File: src/rtl/ppt_pkg.sv
// Package: codes and the control struct passed along the edge cell chain.
package ppt_pkg;

	// Action codes of a command transaction
	localparam logic [1:0] ACT_APPEND = 2'd0;
	localparam logic [1:0] ACT_QUERY  = 2'd1;
	localparam logic [1:0] ACT_CLEAR  = 2'd2;

	// Relation codes of a response transaction
	localparam logic [1:0] REL_OUTSIDE  = 2'd0;
	localparam logic [1:0] REL_BOUNDARY = 2'd1;
	localparam logic [1:0] REL_INSIDE   = 2'd2;

	// Token kinds traveling through the chain
	localparam logic [1:0] TOK_IDLE   = 2'd0;
	localparam logic [1:0] TOK_APPEND = 2'd1;
	localparam logic [1:0] TOK_QUERY  = 2'd2;

	typedef struct packed {
		logic [1:0] kind;
		logic       ovf;
		logic       on_bnd;
		logic       parity;
	} ctrl_t;

endpackage

File: src/rtl/ppt_cell.sv
// Edge cell: holds one vertex and tests one polygon edge against a passing query; cell 0 tests no edge.
module ppt_cell #(
	parameter int INDEX       = 0,
	parameter int COORD_WIDTH = 16,
	parameter int CNT_WIDTH   = 7
) (
	input  logic                          clk,
	input  logic                          arst_n,
	input  logic                          adv,
	input  ppt_pkg::ctrl_t                up_ctrl,
	input  logic [CNT_WIDTH-1:0]          up_cnt,
	input  logic signed [COORD_WIDTH-1:0] up_px,
	input  logic signed [COORD_WIDTH-1:0] up_py,
	input  logic signed [COORD_WIDTH-1:0] up_ux,
	input  logic signed [COORD_WIDTH-1:0] up_uy,
	input  logic signed [COORD_WIDTH-1:0] up_v0x,
	input  logic signed [COORD_WIDTH-1:0] up_v0y,
	output ppt_pkg::ctrl_t                dn_ctrl,
	output logic [CNT_WIDTH-1:0]          dn_cnt,
	output logic signed [COORD_WIDTH-1:0] dn_px,
	output logic signed [COORD_WIDTH-1:0] dn_py,
	output logic signed [COORD_WIDTH-1:0] dn_ux,
	output logic signed [COORD_WIDTH-1:0] dn_uy,
	output logic signed [COORD_WIDTH-1:0] dn_v0x,
	output logic signed [COORD_WIDTH-1:0] dn_v0y
);

	localparam int DW = COORD_WIDTH + 1;
	localparam int PW = 2 * COORD_WIDTH + 2;
	localparam int CW = 2 * COORD_WIDTH + 3;
	localparam logic [CNT_WIDTH-1:0] IDX_N = CNT_WIDTH'(INDEX);
	localparam bit HAS_EDGE = (INDEX != 0);
	localparam bit IS_HEAD  = (INDEX == 0);

	logic signed [COORD_WIDTH-1:0] own_x_q, own_y_q;

	logic                          own_live, act;
	logic signed [COORD_WIDTH-1:0] vx, vy;
	logic signed [DW-1:0]          dux, duy, dvx, dvy;
	logic                          in_x, in_y, swap, span;

	ppt_pkg::ctrl_t                ctrl_s1;
	logic [CNT_WIDTH-1:0]          cnt_s1;
	logic signed [COORD_WIDTH-1:0] px_s1, py_s1, ux_s1, uy_s1, v0x_s1, v0y_s1;
	logic                          act_s1, box_s1, span_s1, swap_s1;
	logic signed [PW-1:0]          pa_s1, pb_s1;

	logic signed [CW-1:0]          cross_val;
	logic                          zero, neg, pos, hit, toggle;
	ppt_pkg::ctrl_t                ctrl_nxt;

	ppt_pkg::ctrl_t                ctrl_s2;
	logic [CNT_WIDTH-1:0]          cnt_s2;
	logic signed [COORD_WIDTH-1:0] px_s2, py_s2, ux_s2, uy_s2, v0x_s2, v0y_s2;

	// Store the vertex when an append addressed to this cell passes
	always_ff @(posedge clk) begin
		if (adv && up_ctrl.kind == ppt_pkg::TOK_APPEND && up_cnt == IDX_N) begin
			own_x_q <= up_px;
			own_y_q <= up_py;
		end
	end

	// Edge runs from the previous vertex to this one, or closes back to vertex 0
	always_comb begin
		own_live = IDX_N < up_cnt;
		vx       = own_live ? own_x_q : up_v0x;
		vy       = own_live ? own_y_q : up_v0y;
		act      = (up_ctrl.kind == ppt_pkg::TOK_QUERY) && HAS_EDGE && (IDX_N <= up_cnt);
		dux      = DW'(up_ux) - DW'(up_px);
		duy      = DW'(up_uy) - DW'(up_py);
		dvx      = DW'(vx) - DW'(up_px);
		dvy      = DW'(vy) - DW'(up_py);
		in_x     = (up_px >= up_ux && up_px <= vx) || (up_px >= vx && up_px <= up_ux);
		in_y     = (up_py >= up_uy && up_py <= vy) || (up_py >= vy && up_py <= up_uy);
		swap     = up_uy <= vy;
		span     = swap ? (up_uy < up_py && up_py <= vy) : (vy < up_py && up_py <= up_uy);
	end

	always_ff @(posedge clk or negedge arst_n) begin
		if (!arst_n) begin
			ctrl_s1 <= '0;
			act_s1  <= 1'b0;
		end else if (adv) begin
			ctrl_s1 <= up_ctrl;
			act_s1  <= act;
		end
	end

	always_ff @(posedge clk) begin
		if (adv) begin
			cnt_s1  <= up_cnt;
			px_s1   <= up_px;
			py_s1   <= up_py;
			ux_s1   <= own_x_q;
			uy_s1   <= own_y_q;
			v0x_s1  <= IS_HEAD ? own_x_q : up_v0x;
			v0y_s1  <= IS_HEAD ? own_y_q : up_v0y;
			pa_s1   <= dux * dvy;
			pb_s1   <= dvx * duy;
			box_s1  <= in_x && in_y;
			span_s1 <= span;
			swap_s1 <= swap;
		end
	end

	// Sign of the cross product decides collinearity and side
	always_comb begin
		cross_val       = CW'(pa_s1) - CW'(pb_s1);
		zero            = cross_val == '0;
		neg             = cross_val[CW-1];
		pos             = !neg && !zero;
		hit             = act_s1 && box_s1 && zero;
		toggle          = act_s1 && span_s1 && (swap_s1 ? neg : pos);
		ctrl_nxt        = ctrl_s1;
		ctrl_nxt.on_bnd = ctrl_s1.on_bnd | hit;
		ctrl_nxt.parity = ctrl_s1.parity ^ toggle;
	end

	always_ff @(posedge clk or negedge arst_n) begin
		if (!arst_n) begin
			ctrl_s2 <= '0;
		end else if (adv) begin
			ctrl_s2 <= ctrl_nxt;
		end
	end

	always_ff @(posedge clk) begin
		if (adv) begin
			cnt_s2 <= cnt_s1;
			px_s2  <= px_s1;
			py_s2  <= py_s1;
			ux_s2  <= ux_s1;
			uy_s2  <= uy_s1;
			v0x_s2 <= v0x_s1;
			v0y_s2 <= v0y_s1;
		end
	end

	assign dn_ctrl = ctrl_s2;
	assign dn_cnt  = cnt_s2;
	assign dn_px   = px_s2;
	assign dn_py   = py_s2;
	assign dn_ux   = ux_s2;
	assign dn_uy   = uy_s2;
	assign dn_v0x  = v0x_s2;
	assign dn_v0y  = v0y_s2;

endmodule

File: config.mk
export PLATFORM = sky130hd
export DESIGN_NAME = ppt_cell
export DESIGN_NICKNAME = d
export VERILOG_FILES = /design/src/rtl/ppt_pkg.sv /design/src/rtl/ppt_cell.sv
export SDC_FILE = /design/constraint.sdc
export NUM_CORES = 1
export LEC_CHECK = 0
export BUFFER_PORTS_ARGS = -buffer_cell sky130_fd_sc_hd__buf_4
export CAP_MARGIN = 20
export CORE_ASPECT_RATIO = 1.25
export CORE_MARGIN = 1
export CORE_UTILIZATION = 48
export CTS_CLUSTER_DIAMETER = 100
export DETAILED_ROUTE_END_ITERATION = 8
export GPL_TIMING_DRIVEN = 0
export PLACE_DENSITY_LB_ADDON = 0.05
export SLEW_MARGIN = 5
export SYNTH_ARGS = -nofsm -noshare
export SYNTH_HDL_FRONTEND = slang
export SYNTH_SLANG_ARGS = --single-unit
File: constraint.sdc
create_clock -name clk -period 0.8 [get_ports clk]
set_input_delay 0.16 -clock clk [delete_from_list [all_inputs] [get_ports clk]]
set_output_delay 0.16 -clock clk [all_outputs]
set_load 0.03 [all_outputs]
# Word level (Yosys, flattened, before mapping)
# Cells that the tools add are included.
# word_totals
input_bits,111
out_inout_bits,108
word_cells,24
ff_bits,184
# op_classes
n_reduce_logical,3
eq_ne,1
# op_table
operator,n
$logic_not 7->1,1
$eq 2x1->1 const B,1
$logic_and 1x1->1,2

# Longest topological paths before layout
# depth
depth_word,3
mapped_depth,2
depth_no_buf,2

# Worst setup path after synthesis
# Ideal clock, no wire load.
# synth_path
path_type,input-to-reg
start,input up_cnt[0]
end,register own_x_q[0] (enable)
path_buffers,0
setup_ns,0.391
slack_ns,-0.876
arrival_time_ns,1.285
required_time_ns,0.409
stages,2
cell_sequence,nor4_1 > and4_1
# synth_between
elab_chain_cells,2
# synth_rtl
item,line_no,rtl
start: declaration,ppt_cell.sv:11,"input logic [CNT_WIDTH-1:0] up_cnt,"
$logic_not 7->1,ppt_cell.sv:58,if (adv && up_ctrl.kind == ppt_pkg::TOK_APPEND && up_cnt == IDX_N) begin
$logic_and 1x1->1,ppt_cell.sv:58,
end signal: assignment,ppt_cell.sv:59,own_x_q <= up_px;
end: declaration,ppt_cell.sv:35,"logic signed [COORD_WIDTH-1:0] own_x_q, own_y_q;"
# Every way passes these cells.
# A chain may end at the register's enable or synchronous reset.

# Worst setup path after layout
# layout_path
start,register v0y_s2[4] (netlist: dn_v0y[4])
end,output dn_v0y[4]
# layout_lines
item,line_no,rtl
start: declaration,ppt_cell.sv:54,"logic signed [COORD_WIDTH-1:0] px_s2, py_s2, ux_s2, uy_s2, v0x_s2, v0y_s2;"
start signal: assignment,ppt_cell.sv:136,v0y_s2 <= v0y_s1;
end: declaration,ppt_cell.sv:25,output logic signed [COORD_WIDTH-1:0] dn_v0y
# No word-level cell between the ends.

==> run metrics <==
f_max 773 MHz; DR WL/cell 16.3 µm; Clk pin slew, worst setup/hold paths 60 ps; pin count of the biggest net entering global routing 37; CP Capture Type output pin; vias 2923; Synth top cells by count edfxtp_1 (174), buf_4 (32), dfrtp_1 (10); setup_tns -46910 ps; status finished with violations; syn_area_per_cell 25.6 µm²; Clk Latency, worst-skew pair 420 ps; share of cells above drive strength 1 53.1%; Fill cells 641; Core Footprint 11800 µm²; Switching Fraction 21.4%; final wirelength 10500 µm; Vias per Instance 4.55; cell area after synthesis 5890 µm²; number of CTS-inserted buffers 17; skew final 6.50 ps; Post-Synth Adder-Cell Area 0%; peak supply drop 0.00147 V; synth top area cells edfxtp_1 (89%), dfrtp_1 (4.2%), buf_4 (4.1%); grt total ovfl 0; antenna violations before repair 0; final slew viol count 0; Pre-Repair DR Iteration Count 4; Area after DPL 7430 µm²; # DRC 0; Hold Path Class input pin to flip-flop; Slew headroom 83.2%; Synth area leader edfxtp_1; failing checks setup timing; Core Util, Final 78.4%; port bufs 154; CTS tree done; CP max FO 2; Pint 0.0168 W; die height 126 µm; clock network power share 36.8%; vias in the first global route 2906; yosys warns 0; routability cong. 0.683; Slew @ Worst Pin 250 ps; main combinational cell family by area after synthesis buffers and inverters; final worst-path setup slack -494 ps; Initial Util 50.0%; Sink Count 184; sw power 0.00460 W; first-pass GRT wire length 15200 µm; top-count cell post-synth edfxtp_1; total of max-cap violations 0; XOR/XNOR Fraction of Synth Area 0%; post-synthesis mux area share 2.48%; sequential cell area 5480 µm²; Die Span X 101 µm; Post-synth EDFFs 174; Crit Path Category flip-flop to output pin; Total GRT Usage 17.0%; Post-synth ARST share 5.43%; fin crit period 1290 ps; Fin. Hold Viols 0; RSZ-0062 raised after global routing yes; CP Data Required Time 640 ps; Setup crit start kind flip-flop; Mapped Nets 341; post-synth top area share 88.6%; H-tree depth 4; DIE AREA 12700 µm²; Final ANT Viol Nets 0; Arr. time, crit path 1130 ps; post-synthesis cell type count 8; register area share after synthesis 92.9%; Row Count 44; Compound-Gate Fraction of Synth Area 0%; cells after synthesis 230; Power Density 2320 nW/µm²; hpwl dp 5200 µm; Flop pwr share 52.7%; Inserted Diodes 0; Synth Flop Type edfxtp_1; Final setup viols 143; fin crit share 162%; Comb power frac 10.5%; simple-gate share of the synthesized area 0.361%; area grow syn2layout 56.8%; multi-input logic area 211 µm²; design area 9240 µm²; fin nets 580; Clock Tree Buf Depth 2; Boundary Pins 219; Yosys reg bits 184; Detailed Route Iter0 Violations 77; Leakage 3.61 nW; clock root cell clkbuf_16
final cells by class:
| type | count | area share [%] |
|---|---|---|
| clock buffers | 20 | 4.73 |
| plain buffers | 33 | 4.12 |
| well taps | 161 | 2.18 |
| flip-flops and latches | 184 | 59.3 |
| clock inverters | 12 | 1.38 |
| multi-input cells | 14 | 2.29 |
| repair buffers | 219 | 26.0 |
routing by layer:
layer / wire length (µm) / part of all wire (%) / global-route usage, % / up-vias
li1: - / - / - / 1350
met1: 4090 / 39 / 20.2 / 1438
met4: 155 / 1.5 / 6.91 / 0
met5: 0 / 0 / 0 / -
met3: 703 / 6.7 / 5.38 / 14
met2: 5520 / 53 / 28.5 / 121
repair_timing:
item | CTS | global route
setup endpoints to repair | 221 | 162
hold buffers | 43 | 0
pin swaps | 4 | 3
hold endpoints to repair | 84 | 0
gates cloned | 7 | 0
buffers inserted | 14 | 4
gates resized for setup | 119 | 11
logic make-up (layout without fill, tap and decap cells):
logic type,count (synthesis),after routing
buffers and inverters,33,284
and+or+nand+nor,3,4
muxes,10,10
DFF,184,184
cells in the final DEF (no fill, tap or decap):
| master | count |
|---|---|
| buf_6 | 143 |
| buf_4 | 50 |
| buf_8 | 3 |
| dlygate4sd3_1 | 43 |
| bufbuf_16 | 3 |
| inv_6 | 1 |
| clkbuf_1 | 3 |
| nor4_4 | 2 |
| dfrtp_2 | 5 |
| edfxtp_1 | 174 |
| clkinvlp_4 | 3 |
| and4_4 | 2 |
| mux2_2 | 1 |
| clkinv_2 | 3 |
| clkinv_1 | 1 |
| mux2_4 | 9 |
| clkinv_4 | 2 |
| buf_16 | 3 |
| bufinv_16 | 2 |
| buf_12 | 7 |
| clkbuf_16 | 17 |
| dfrtp_1 | 5 |
worst max-delay path: stages (launching register included):
cell and delay (ps):
edfxtp_1 450, buf_6 150, buf_6 120
flip-flops by register name, indices dropped and copies added, names as in the netlist:
register	cells
dn_cnt	7
ctrl_s1	2
own_x_q	16
dn_py	16
dn_v0y	16
px_s1	16
ctrl_nxt	3
v0x_s1	16
dn_v0x	16
own_y_q	16
dn_ctrl	5
dn_px	16
v0y_s1	16
py_s1	16
cnt_s1	7
final timing paths:
| path | cells after the start | from | end | slack [ps] |
|---|---|---|---|---|
| worst min-delay path | 2 | up_ctrl[3] | ctrl_nxt[3]$_DFFE_PN0P_ | 30 |
| worst max register to register | 2 | dn_ctrl[1]$_DFFE_PN0P_ | dn_ctrl[1]$_DFFE_PN0P_ | -110 |
| worst max-delay path | 2 | dn_v0y[4]$_DFFE_PP_ | dn_v0y[4] | -490 |
| max in group asynchronous | 2 | arst_n | dn_ctrl[4]$_DFFE_PN0P_ | 530 |
| worst min register to register | 0 | own_y_q[15]$_DFFE_PP_ | v0y_s1[15]$_DFFE_PP_ | 410 |
| min in group asynchronous | 2 | arst_n | dn_ctrl[1]$_DFFE_PN0P_ | 120 |
power by group through the flow:
stage | clock network, W | registers [W] | logic, W
global route | 0.00844 | 0.0113 | 0.00236
CTS | 0.00801 | 0.0113 | 0.00223
floorplan | 0 | 0.0119 | 0.000376
finish | 0.00789 | 0.0113 | 0.00226
detailed placement | 0 | 0.0114 | 0.00171
global placement | 0 | 0.0114 | 0.00166
metrics by stage:
step | cells | setup slack, ps | total power (W) | hold WS, ps
after CTS | 642 | -488 | 0.0215 | 10.1
after floorplan | 230 | -406 | 0.0123 | -136
after global placement | 545 | -1960 | 0.0131 | -8.08
final | 643 | -494 | 0.0214 | 32.1
after detailed placement | 546 | -1500 | 0.0132 | -4.65
after global routing | 643 | -529 | 0.0221 | 24.7
Power figures use the tool's default switching activity.
